`src/design/lpht_pkg.sv`:
```
package lpht_pkg;

  // table geometry; the home slot is the low bits of the hash, so the
  // slot count is a power of two
  localparam int unsigned TABLE_SLOTS = 1024;
  localparam int unsigned SLOT_W      = $clog2(TABLE_SLOTS);
  localparam int unsigned PROBE_W     = SLOT_W + 1;
  localparam int unsigned COUNT_W     = $clog2(TABLE_SLOTS + 1);
  localparam int unsigned ENTRY_W     = 11;
  localparam int unsigned KEY_W       = 64;
  localparam int unsigned VAL_W       = 64;
  localparam int unsigned HALF_W      = KEY_W / 2;

  localparam logic [SLOT_W-1:0]  LAST_SLOT  = SLOT_W'(TABLE_SLOTS - 1);
  localparam logic [PROBE_W-1:0] LAST_PROBE = PROBE_W'(TABLE_SLOTS - 1);

  // fmix64 constants
  localparam logic [KEY_W-1:0] FMIX_C1    = 64'hff51afd7ed558ccd;
  localparam logic [KEY_W-1:0] FMIX_C2    = 64'hc4ceb9fe1a85ec53;
  localparam int unsigned      FMIX_SHIFT = 33;

  // command queue between front and back
  localparam int unsigned QUEUE_DEPTH = 2;
  localparam int unsigned QPTR_W      = (QUEUE_DEPTH > 1) ? $clog2(QUEUE_DEPTH) : 1;
  localparam int unsigned QCNT_W      = $clog2(QUEUE_DEPTH + 1);

  typedef enum logic [1:0] {
    FN_PUT    = 2'd0,
    FN_GET    = 2'd1,
    FN_REMOVE = 2'd2,
    FN_CLEAR  = 2'd3
  } func_t;

  typedef enum logic [1:0] {
    ST_OK   = 2'd0,
    ST_DUP  = 2'd1,
    ST_FULL = 2'd2,
    ST_MISS = 2'd3
  } status_t;

  typedef enum logic [2:0] {
    CK_PUT,
    CK_GET,
    CK_REMOVE,
    CK_CLEAR,
    CK_REFUSE
  } cmd_kind_t;

  typedef struct packed {
    cmd_kind_t         kind;
    logic [KEY_W-1:0]  key;
    logic [VAL_W-1:0]  value;
    logic [SLOT_W-1:0] slot;
  } cmd_t;

  typedef enum logic [1:0] {
    FE_IDLE,
    FE_MUL,
    FE_MIX,
    FE_DONE
  } fe_state_t;

  typedef enum logic [1:0] {
    BE_SWEEP,
    BE_IDLE,
    BE_READ,
    BE_CHECK
  } be_state_t;

endpackage

```
`src/design/lpht_queue.sv`:
```
module lpht_queue (
  input  logic           clk,
  input  logic           rst_n,
  input  logic           push,
  input  lpht_pkg::cmd_t push_cmd,
  output logic           full,
  input  logic           pop,
  output lpht_pkg::cmd_t head_cmd,
  output logic           empty
);
  import lpht_pkg::*;

  cmd_t              slots_r [QUEUE_DEPTH];
  logic [QPTR_W-1:0] wr_ptr_r, wr_ptr_nxt;
  logic [QPTR_W-1:0] rd_ptr_r, rd_ptr_nxt;
  logic [QCNT_W-1:0] cnt_r, cnt_nxt;

  localparam logic [QPTR_W-1:0] LAST_PTR = QPTR_W'(QUEUE_DEPTH - 1);
  localparam logic [QCNT_W-1:0] FULL_CNT = QCNT_W'(QUEUE_DEPTH);

  assign full     = (cnt_r == FULL_CNT);
  assign empty    = (cnt_r == '0);
  assign head_cmd = slots_r[rd_ptr_r];

  // pointer and fill count update
  always_comb begin
    wr_ptr_nxt = wr_ptr_r;
    rd_ptr_nxt = rd_ptr_r;
    cnt_nxt    = cnt_r;
    if (push) wr_ptr_nxt = (wr_ptr_r == LAST_PTR) ? '0 : wr_ptr_r + 1'b1;
    if (pop)  rd_ptr_nxt = (rd_ptr_r == LAST_PTR) ? '0 : rd_ptr_r + 1'b1;
    if (push && !pop) cnt_nxt = cnt_r + 1'b1;
    else if (pop && !push) cnt_nxt = cnt_r - 1'b1;
  end

  always_ff @(posedge clk) begin
    if (!rst_n) begin
      wr_ptr_r <= '0;
      rd_ptr_r <= '0;
      cnt_r    <= '0;
    end else begin
      wr_ptr_r <= wr_ptr_nxt;
      rd_ptr_r <= rd_ptr_nxt;
      cnt_r    <= cnt_nxt;
    end
  end

  // entry storage
  always_ff @(posedge clk) begin
    if (push) slots_r[wr_ptr_r] <= push_cmd;
  end

endmodule

```
`config.mk`:
```
export PLATFORM = sky130hd
export DESIGN_NAME = lpht_queue
export DESIGN_NICKNAME = d
export VERILOG_FILES = /design/src/design/lpht_pkg.sv /design/src/design/lpht_queue.sv
export SDC_FILE = /design/constraint.sdc
export NUM_CORES = 1
export LEC_CHECK = 0
export BUFFER_PORTS_ARGS = -buffer_cell sky130_fd_sc_hd__buf_2
export CORE_MARGIN = 5
export CORE_UTILIZATION = 55
export DETAILED_ROUTE_END_ITERATION = 8
export PLACE_DENSITY = 0.93
export REMOVE_ABC_BUFFERS = 1
export SLEW_MARGIN = 20
export SYNTH_ARGS = -nofsm -noshare
export SYNTH_HDL_FRONTEND = slang
export SYNTH_SLANG_ARGS = --single-unit
```
`constraint.sdc`:
```
create_clock -name clk -period 19.5 [get_ports clk]
set_input_delay 0.975 -clock clk [delete_from_list [all_inputs] [get_ports clk]]
set_output_delay 0.975 -clock clk [all_outputs]
set_load 0.1 [all_outputs]
```
==> results.toml <==
[critical_path]
slowest_stage = "buf_4"
crit_type = "reg -> out"
slowest_delay_ns = 0.84
crit_path_max_fanout = 64
cp.buffers_inverters = 2
required_ns = 18.53
rrSetupSlack_ns = 17.24
critical_path.cell_chain = "buf_4 > mux2_4 > buf_2"
worstPathArrival_ns = 2.70
startpoint_type = "flop"
crit_family = "buffers and inverters"
crit_path_end_kind = "primary output"

[placement]
dp.cells = 1002
place_hpwl_um = 13700
gp_congestion = 0.746
place_ws_ns = 16.21
placed_area_sq_mm = 0.0124
portBuffers = 287

[clock_tree]
htreeDepth = 1
cts.sinks = 287
cts_buffers = 28
cts-root-buf = "clkbuf_16"
cts-hold-fix-buffers = 0
cts.repair.resized = 0
insertion_delay_ns = 0.52
cts_buffer_depth = 3
cts.clk_slew.worst_paths_ns = 0.06
tritoncts = "built"
cts_setup_buffers = 0

[run_status]
status = "complete, no violations"

[global_routing]
grt_max_degree = 87
antenna_found_initial = 1
first_global_vias = 5670
track_usage_pct = 17.5
grt-ovfl-total = 0
grt_pass1_wl_um = 30600

[cells_and_area]
drive_gt1_share_pct = 60.1
final_cell_mix = "287 x buf_2, 282 x edfxtp_1, 90 x mux2_4"
final_nets = 913
area_growth_pct = 24.1
fin_area_sq_mm = 0.0134
final_common_cell = "buf_2"
final_core_util_pct = 69.1
final_cells = 1053

[floorplan]
start_util_pct = 55.7
dieArea_sq_mm = 0.0225
core_area_sq_mm = 0.0193
fp.dieH_um = 150
row_count = 51
ios = 288
die_width_um = 150

[routing]
drc = 0
vias_per_cell = 5.04
wl_per_cell_um = 19.5
first_iter_violations = 224
drt_first_pass_iters = 4
num_vias = 5311
ant_nets = 0
drt-total-wl_um = 20500

[power]
vdd_drop_max_uv = 86.8
cellPowerDensity_mw_per_mm2 = 121
p_leak_nw = 5.22
finalPower_mw = 1.62

[timing]
period_minus_slack_ns = 3.68
drv_slew = 0
slew_headroom_pct = 27.7
fin_skew_ns = 0.00863
fin_tns_setup_ns = 0
rsz0062_at_grt = "false"
worst_slew_pin_slew_ns = 1.08
period_share_pct = 18.9
finalWorstSetupSlack_ns = 15.82
setup_violations = 0
hold_violations = 0
fmax_mhz = 272
fin_hold_ws_ns = 0.535

[logic_synthesis]
ys_seq_elements = 287
yosys.area.top_type = "edfxtp_1"
synth_warnings = 0
syn_area_sq_mm = 0.0108
synth_seq_area_share_pct = 79.6
synthCells = 461
synthTopCellsByArea = "edfxtp_1 79%, mux2_4 13%, mux2_2 5.3%, buf_6 1.0%, dfxtp_1 0.93%"
syn_area_per_cell_sq_um = 23.3
yosysTopAreaCellShare_pct = 78.7
netlist-cell-type-count = 19

[run]
max_cap_viol_count = 0

[worst_hold_path]
hold_class = "reg -> reg"
[synthesized netlist by cell type]
cell type and n:
edfxtp_1 282, mux2_4 90, mux2_2 51, buf_6 10
buf_2 5, dfxtp_1 5, and2_1 4, nor2b_1 2
xor2_1 2, a21boi_0 1, and2b_1 1, buf_8 1
ha_1 1, inv_1 1, nor2_1 1, o21a_1 1
o21ai_0 1, or3_1 1, xnor2_1 1
[worst reg2reg max path: cells and delay by family, from the launching register on]
| kind | cells | cell delay (ns) |
|---|---|---|
| and+or+nand+nor | 1 | 0.67 |
| buffers and inverters | 1 | 0.71 |
| DFF | 1 | 0.40 |
[registers in the layout (all words and copies together), names as in the netlist, named ones only]
name	flops
slots_r	282
cnt_r	2
rd_ptr_r	1
wr_ptr_r	1
[power breakdown]
group | internal [mW] | switching, mW
combinational | 0.0756 | 0.285
sequential | 0.714 | 0.00980
clock | 0.325 | 0.210
total | 1.11 | 0.505
[final cells by class]
class | count | area (sq um)
diodes | 1 | 2.50
clock buffers | 39 | 763
clock inverters | 11 | 158
fillers | 1192 | 5980
inverters | 1 | 3.75
multi-input cells | 157 | 2050
flip-flops and latches | 287 | 8570
well taps | 265 | 332
repair buffers | 292 | 1480
[worst paths after layout]
kind	from	endpoint	depth (start not counted)
setup / recovery	flop	head_cmd[68]	3
hold reg to reg	cnt_r[1]	cnt_r[1]	2
setup reg to reg	wr_ptr_r	slots_r[1][116]	2
hold / removal	cnt_r[1]	cnt_r[1]	2
[kinds of logic (layout without fill, tap and decap cells)]
kind of cell	after synthesis	in the layout	share of synthesized area (%)
DFF	287	287	79.6
and+or+nand+nor	9	9	0.511
adders and majority gates	1	1	0.116
xor gates and xnor gates	3	3	0.244
AOI/OAI and AO/OA	3	3	0.186
muxes	141	141	17.9
buffers and inverters	17	343	1.45
other	0	1	0
[per-layer routing]
metal	up-vias	wire, um	GRT usage [%]	share of wire (%)
li1	2449	-	-	-
met4	2	390	4.53	1.9
met2	226	10900	31.7	53
met3	35	1810	4.27	8.9
met1	2599	7400	20.9	36
met5	-	7	0	0.034
Power figures use the tool's default switching activity.
