File: config.mk
export PLATFORM = sky130hd
export DESIGN_NAME = lpht_front
export DESIGN_NICKNAME = d
export VERILOG_FILES = /design/src/design/lpht_pkg.sv /design/src/design/lpht_front.sv
export SDC_FILE = /design/constraint.sdc
export NUM_CORES = 2
export LEC_CHECK = 0
export ABC_AREA = 1
export BUFFER_PORTS_ARGS = -buffer_cell sky130_fd_sc_hd__clkbuf_2
export CORE_UTILIZATION = 45
export DETAILED_ROUTE_END_ITERATION = 6
export MAX_ROUTING_LAYER = met4
export PLACE_DENSITY_LB_ADDON = 0.15
export SETUP_SLACK_MARGIN = 0.3
export SYNTH_ARGS = -nofsm -noshare
export SYNTH_HDL_FRONTEND = slang
export SYNTH_SLANG_ARGS = --single-unit
export TNS_END_PERCENT = 20
File: constraint.sdc
create_clock -name clk -period 7.98 [get_ports clk]
set_clock_uncertainty 0.1 [all_clocks]
set_input_delay 1.596 -clock clk [delete_from_list [all_inputs] [get_ports clk]]
set_output_delay 1.596 -clock clk [all_outputs]
set_load 0.03 [all_outputs]
File: src/design/lpht_pkg.sv
package lpht_pkg;

  // table geometry; the home slot is the low bits of the hash, so the
  // slot count is a power of two
  localparam int unsigned TABLE_SLOTS = 1024;
  localparam int unsigned SLOT_W      = $clog2(TABLE_SLOTS);
  localparam int unsigned PROBE_W     = SLOT_W + 1;
  localparam int unsigned COUNT_W     = $clog2(TABLE_SLOTS + 1);
  localparam int unsigned ENTRY_W     = 11;
  localparam int unsigned KEY_W       = 64;
  localparam int unsigned VAL_W       = 64;
  localparam int unsigned HALF_W      = KEY_W / 2;

  localparam logic [SLOT_W-1:0]  LAST_SLOT  = SLOT_W'(TABLE_SLOTS - 1);
  localparam logic [PROBE_W-1:0] LAST_PROBE = PROBE_W'(TABLE_SLOTS - 1);

  // fmix64 constants
  localparam logic [KEY_W-1:0] FMIX_C1    = 64'hff51afd7ed558ccd;
  localparam logic [KEY_W-1:0] FMIX_C2    = 64'hc4ceb9fe1a85ec53;
  localparam int unsigned      FMIX_SHIFT = 33;

  // command queue between front and back
  localparam int unsigned QUEUE_DEPTH = 2;
  localparam int unsigned QPTR_W      = (QUEUE_DEPTH > 1) ? $clog2(QUEUE_DEPTH) : 1;
  localparam int unsigned QCNT_W      = $clog2(QUEUE_DEPTH + 1);

  typedef enum logic [1:0] {
    FN_PUT    = 2'd0,
    FN_GET    = 2'd1,
    FN_REMOVE = 2'd2,
    FN_CLEAR  = 2'd3
  } func_t;

  typedef enum logic [1:0] {
    ST_OK   = 2'd0,
    ST_DUP  = 2'd1,
    ST_FULL = 2'd2,
    ST_MISS = 2'd3
  } status_t;

  typedef enum logic [2:0] {
    CK_PUT,
    CK_GET,
    CK_REMOVE,
    CK_CLEAR,
    CK_REFUSE
  } cmd_kind_t;

  typedef struct packed {
    cmd_kind_t         kind;
    logic [KEY_W-1:0]  key;
    logic [VAL_W-1:0]  value;
    logic [SLOT_W-1:0] slot;
  } cmd_t;

  typedef enum logic [1:0] {
    FE_IDLE,
    FE_MUL,
    FE_MIX,
    FE_DONE
  } fe_state_t;

  typedef enum logic [1:0] {
    BE_SWEEP,
    BE_IDLE,
    BE_READ,
    BE_CHECK
  } be_state_t;

endpackage

File: src/design/lpht_front.sv
module lpht_front (
  input  logic            clk,
  input  logic            rst_n,
  input  logic            in_valid,
  output logic            in_ready,
  input  logic [1:0]      in_func,
  input  logic [63:0]     in_key,
  input  logic [63:0]     in_write_value,
  output logic            push,
  output lpht_pkg::cmd_t  push_cmd,
  input  logic            q_full
);
  import lpht_pkg::*;

  fe_state_t         state_r, state_nxt;
  logic              round_r, round_nxt;
  logic [1:0]        step_r, step_nxt;
  logic [KEY_W-1:0]  x_r, x_nxt;
  logic [KEY_W-1:0]  acc_r, acc_nxt;
  logic [KEY_W-1:0]  prod_r, prod_nxt;
  cmd_t              cmd_r, cmd_nxt;

  logic              accept;
  logic              needs_hash;
  cmd_kind_t         kind_dec;
  logic [HALF_W-1:0] mul_a, mul_b;
  logic [KEY_W-1:0]  mul_res;
  logic [KEY_W-1:0]  mul_const;
  logic [KEY_W-1:0]  acc_term;
  logic [KEY_W-1:0]  mixed;

  assign accept = in_valid && in_ready;

  // classify the incoming beat
  always_comb begin
    unique case (func_t'(in_func))
      FN_PUT:    kind_dec = CK_PUT;
      FN_GET:    kind_dec = (in_key == '0) ? CK_REFUSE : CK_GET;
      FN_REMOVE: kind_dec = (in_key == '0) ? CK_REFUSE : CK_REMOVE;
      FN_CLEAR:  kind_dec = CK_CLEAR;
      default:   kind_dec = CK_CLEAR;
    endcase
  end

  assign needs_hash = (kind_dec == CK_PUT) || (kind_dec == CK_GET) ||
                      (kind_dec == CK_REMOVE);

  // shared 32x32 multiplier: lo*lo, lo*hi, hi*lo partial products
  assign mul_const = round_r ? FMIX_C2 : FMIX_C1;
  assign mul_a     = (step_r == 2'd2) ? x_r[KEY_W-1:HALF_W] : x_r[HALF_W-1:0];
  assign mul_b     = (step_r == 2'd1) ? mul_const[KEY_W-1:HALF_W] : mul_const[HALF_W-1:0];
  assign mul_res   = KEY_W'(mul_a) * KEY_W'(mul_b);

  // cross terms only land in the upper half
  assign acc_term = (step_r == 2'd1) ? prod_r : {prod_r[HALF_W-1:0], {HALF_W{1'b0}}};
  assign mixed    = acc_r ^ (acc_r >> FMIX_SHIFT);

  // next state
  always_comb begin
    state_nxt = state_r;
    unique case (state_r)
      FE_IDLE: if (accept) state_nxt = needs_hash ? FE_MUL : FE_DONE;
      FE_MUL:  if (step_r == 2'd3) state_nxt = FE_MIX;
      FE_MIX:  state_nxt = round_r ? FE_DONE : FE_MUL;
      FE_DONE: if (!q_full) state_nxt = FE_IDLE;
      default: state_nxt = FE_IDLE;
    endcase
  end

  // outputs and datapath
  always_comb begin
    in_ready  = (state_r == FE_IDLE);
    push      = (state_r == FE_DONE) && !q_full;
    push_cmd  = cmd_r;
    round_nxt = round_r;
    step_nxt  = step_r;
    x_nxt     = x_r;
    acc_nxt   = acc_r;
    prod_nxt  = prod_r;
    cmd_nxt   = cmd_r;
    unique case (state_r)
      FE_IDLE: begin
        if (accept) begin
          cmd_nxt.kind  = kind_dec;
          cmd_nxt.key   = in_key;
          cmd_nxt.value = in_write_value;
          cmd_nxt.slot  = '0;
          x_nxt         = in_key ^ (in_key >> FMIX_SHIFT);
          acc_nxt       = '0;
          round_nxt     = 1'b0;
          step_nxt      = 2'd0;
        end
      end
      FE_MUL: begin
        if (step_r != 2'd3) prod_nxt = mul_res;
        if (step_r != 2'd0) acc_nxt = acc_r + acc_term;
        step_nxt = step_r + 2'd1;
      end
      FE_MIX: begin
        x_nxt     = mixed;
        acc_nxt   = '0;
        step_nxt  = 2'd0;
        round_nxt = 1'b1;
        if (round_r) cmd_nxt.slot = mixed[SLOT_W-1:0];
      end
      FE_DONE: begin
      end
      default: begin
      end
    endcase
  end

  always_ff @(posedge clk) begin
    if (!rst_n) begin
      state_r <= FE_IDLE;
    end else begin
      state_r <= state_nxt;
    end
  end

  always_ff @(posedge clk) begin
    round_r <= round_nxt;
    step_r  <= step_nxt;
    x_r     <= x_nxt;
    acc_r   <= acc_nxt;
    prod_r  <= prod_nxt;
    cmd_r   <= cmd_nxt;
  end

endmodule

==> key figures <==
Timing
  • Maximum clock rate: around 120 MHz
  • Tcrit/Tclk final: 101%
  • Final hold vios: 0
  • Slew of the pin with the lowest slew margin: 1.07 ns
  • Setup violators final: 2
  • Worst setup margin: -0.0542 ns
  • Fin. max-slew vios: 0
  • Tmin final: 8.03 ns
  • Max-Slew Margin vs Limit: between 20% and 30%
  • RSZ-0062 raised after global routing: true

Drt
  • Wire per inst: 24.1 um
  • First drt pass iteration count: 7
  • Iter 0 DRT Violations: 4120
  • Residual DRC count: 0
  • WL final: 205000 um
  • Detail Route Antenna Nets: 0
  • Drt via density: 5.10
  • Vias: 43400

Synth
  • Post-synthesis adder-cell area fraction: 41.8%
  • Mean area per synthesized cell: 8.29 sq um
  • Ys flop type: edfxtp_1
  • Multiplexer area fraction after synthesis: 0%
  • Synth Area in Compound Gates: under 10%
  • Post-synth ARST share: 0%
  • Seq cells post-synth: between 300 and 400
  • Synth unique cells: 47
  • Synthesized cell area: 50300 sq um
  • Syn Inst Count: 6063
  • Syn Nets: 7403
  • Register area share after synthesis: 20.2%
  • Xor and xnor area share after synthesis: 2.39%
  • Post-synth EDFFs: 336
  • Largest family of logic cells by synthesized area: adder cells
  • Ys Warns: 0
  • Synth Area in Simple Gates: 18.3%

Cells and area
  • Non-Filler Instances: between 8000 and 9000
  • Area growth, synth to finish: 23.6%
  • Final net count: 8338
  • Layout cells sized above 1: 22.1%

Worst hold path
  • Hold crit path type: flop to flop

Clock tree
  • TritonCTS clock tree: done
  • H-tree Lvls: 2
  • CTS buffer count: 36
  • Clk_lat worst skew: ~0.57 ns
  • Hold-fix buffers, CTS: 0
  • Root Driver: clkbuf_16
  • Clock Tree Buf Depth: 3
  • Clock Sinks: around 340
  • Clk slew on worst S/H paths: 0.07 ns

Critical path
  • Critical path endpoint category: flop
  • CP max stage delay: 0.61 ns
  • Critical path startpoint: step_r[1]$_SDFFCE_PN0P_
  • Worst R2R Path Depth: 32
  • Reg2reg end: prod_r[57]$_DFFE_PP_
  • CP Data Arrival Time: 8.23 ns
  • Critical path's slowest cell: fa_2
  • Most common cell on crit path: buf_4
  • CP endpoint: prod_r[57]$_DFFE_PP_
  • Critical path's top delay family: adder cells
  • WS Path Type: flop to flop
  • Crit Reg-Reg Startpoint: step_r[1]$_SDFFCE_PN0P_
  • Required time of the worst setup path: roughly 8.2 ns
  • Reg2reg setup slack: -0.05 ns
  • CP Depth: 32
  • Critical path peak fanout: 7
  • Worst path bufs/invs: 12
  • Worst setup SP type: flop

Status
  • Failing checks: negative setup slack
  • Outcome: finished with violations

Floorplanning
  • Core Region: between 100000 and 150000 sq um
  • I/O Pins: 277
  • Die area: 113000 sq um
  • Row count: 122
  • Die H: about 340 um
  • Initial core utilization: 45.4%
  • Die Width: 336 um

Global routing
  • Largest net degree at the start of global routing: 84
  • Vias in the first global route: approximately 43000
  • Initial antenna violation count: 1
  • Gr ovfl total: 0
  • Total GRT Usage: 37.8%
  • Global-route wire length before repair: 295000 um

Placed design
  • Gpl congestion: 1.05
  • I/O Buffers: ~280
  • Placed Cells: 8409
  • Detail Placement HPWL: 181000 um

Job
  • Maxcap violations: 0
==> metrics by stage <==
step	instance area [sq um]	util (%)	hold WS [ns]	worst slack [ns]	TNS [ns]
after CTS	60800	54.9	0.472	0.0711	0
after detailed placement	58600	53.0	0.456	-0.530	-10.78
final	62100	56.1	0.484	-0.0542	-0.0615
after global placement	58600	53.0	0.447	-0.583	-12.67
after floorplan	50400	-	0.427	0.264	0
after global routing	62100	56.1	0.506	-0.201	-2.85
==> worst register-to-register path, delay by kind of cell, from the launching register on <==
family | cells | cell delay (ns)
simple gates | 9 | 1.00
fa+ha+maj | 10 | 4.37
flops | 1 | 0.44
compound gates | 1 | 0.33
buf+inv | 12 | 1.52
==> area by class of cell <==
type / count / area (sq um)
fill: 10400 / 48600
clock buffer: 39 / 912
inverter: 1541 / 5830
sequential: 338 / 10100
timing repair buffer: 999 / 7390
antenna: 1 / 2.50
tap: 1488 / 1860
clock inverter: 24 / 270
multi-input combinational: 4082 / 35700
==> registers in the layout (all words and copies together), names as in the netlist <==
register	cells
prod_r	64
round_r	1
step_r	2
acc_r	64
state_r	2
push_cmd	141
x_r	64
==> synthesized netlist by cell type (4+ instances only) <==
cell type	number	area, sq um
xnor2_1	41	359
fa_1	788	15800
edfxtp_1	336	10100
buf_6	6	67.6
buf_2	35	175
nor2_1	620	2330
o22ai_1	14	87.6
o21ai_2	27	236
clkbuf_1	47	176
ha_1	418	5230
buf_1	11	41.3
inv_1	1503	5640
a31o_2	4	35.0
nand3b_1	7	52.6
or2_2	8	50.1
a21o_1	12	90.1
a21oi_1	168	841
inv_2	35	131
nand4_1	27	169
and2_1	8	50.1
nor3_1	22	110
nand2_1	1441	5410
nor4_1	5	31.3
nor2_4	13	146
o21ai_0	131	656
xor2_1	96	841
a22oi_1	4	30.0
o21bai_1	36	270
nor2_2	27	169
o21a_1	10	75.1
nand3_1	126	631
o21ai_1	14	70.1
==> repair_timing <==
item	4_1_cts	5_1_grt
cloned	3	1
pin swaps	28	82
buffers inserted	15	20
gates resized for setup	208	310
setup endpoints to repair	47	49
==> logic make-up after synthesis <==
group | after synthesis
AND/OR/NAND/NOR | 2311
other | 1
AO/OA/AOI/OAI | 427
flip-flops | 338
adder cells (fa/ha/maj) | 1206
XOR/XNOR | 137
buffers and inverters | 1643
==> layer usage <==
metal,wire length (um),up-vias,global-route usage (%)
met4,8220,0,11.8
met1,90800,21500,53.1
met3,16700,271,6.28
met2,89800,1689,55.5
met5,0,-,-
li1,-,20000,-
==> worst min path at each step <==
stage	start	endpoint	slack, ns	cells past startpoint
after floorplan	acc_r[31]$_SDFFCE_PN0P_	x_r[31]$_DFFE_PP_	0.43	2
after global placement	acc_r[31]$_SDFFCE_PN0P_	x_r[31]$_DFFE_PP_	0.45	2
after detailed placement	acc_r[31]$_SDFFCE_PN0P_	x_r[31]$_DFFE_PP_	0.46	2
after CTS	acc_r[31]$_SDFFCE_PN0P_	x_r[31]$_DFFE_PP_	0.47	2
after global routing	acc_r[31]$_SDFFCE_PN0P_	x_r[31]$_DFFE_PP_	0.51	2
final	acc_r[31]$_SDFFCE_PN0P_	x_r[31]$_DFFE_PP_	0.48	2
==> placed cells by master (no fill, tap or decap), types with 94 or more instances in the layout <==
master / instances
nor2_2: 94
buf_4: 670
fa_1: 738
ha_1: 390
nor2_1: 496
inv_1: 1471
edfxtp_1: 336
clkbuf_2: 276
o21ai_0: 102
a21oi_1: 134
nand2_1: 1370
nand3_1: 118
Power is not shown: default switching activity piles up to over one toggle a cycle in this logic, so the estimate is an artifact.
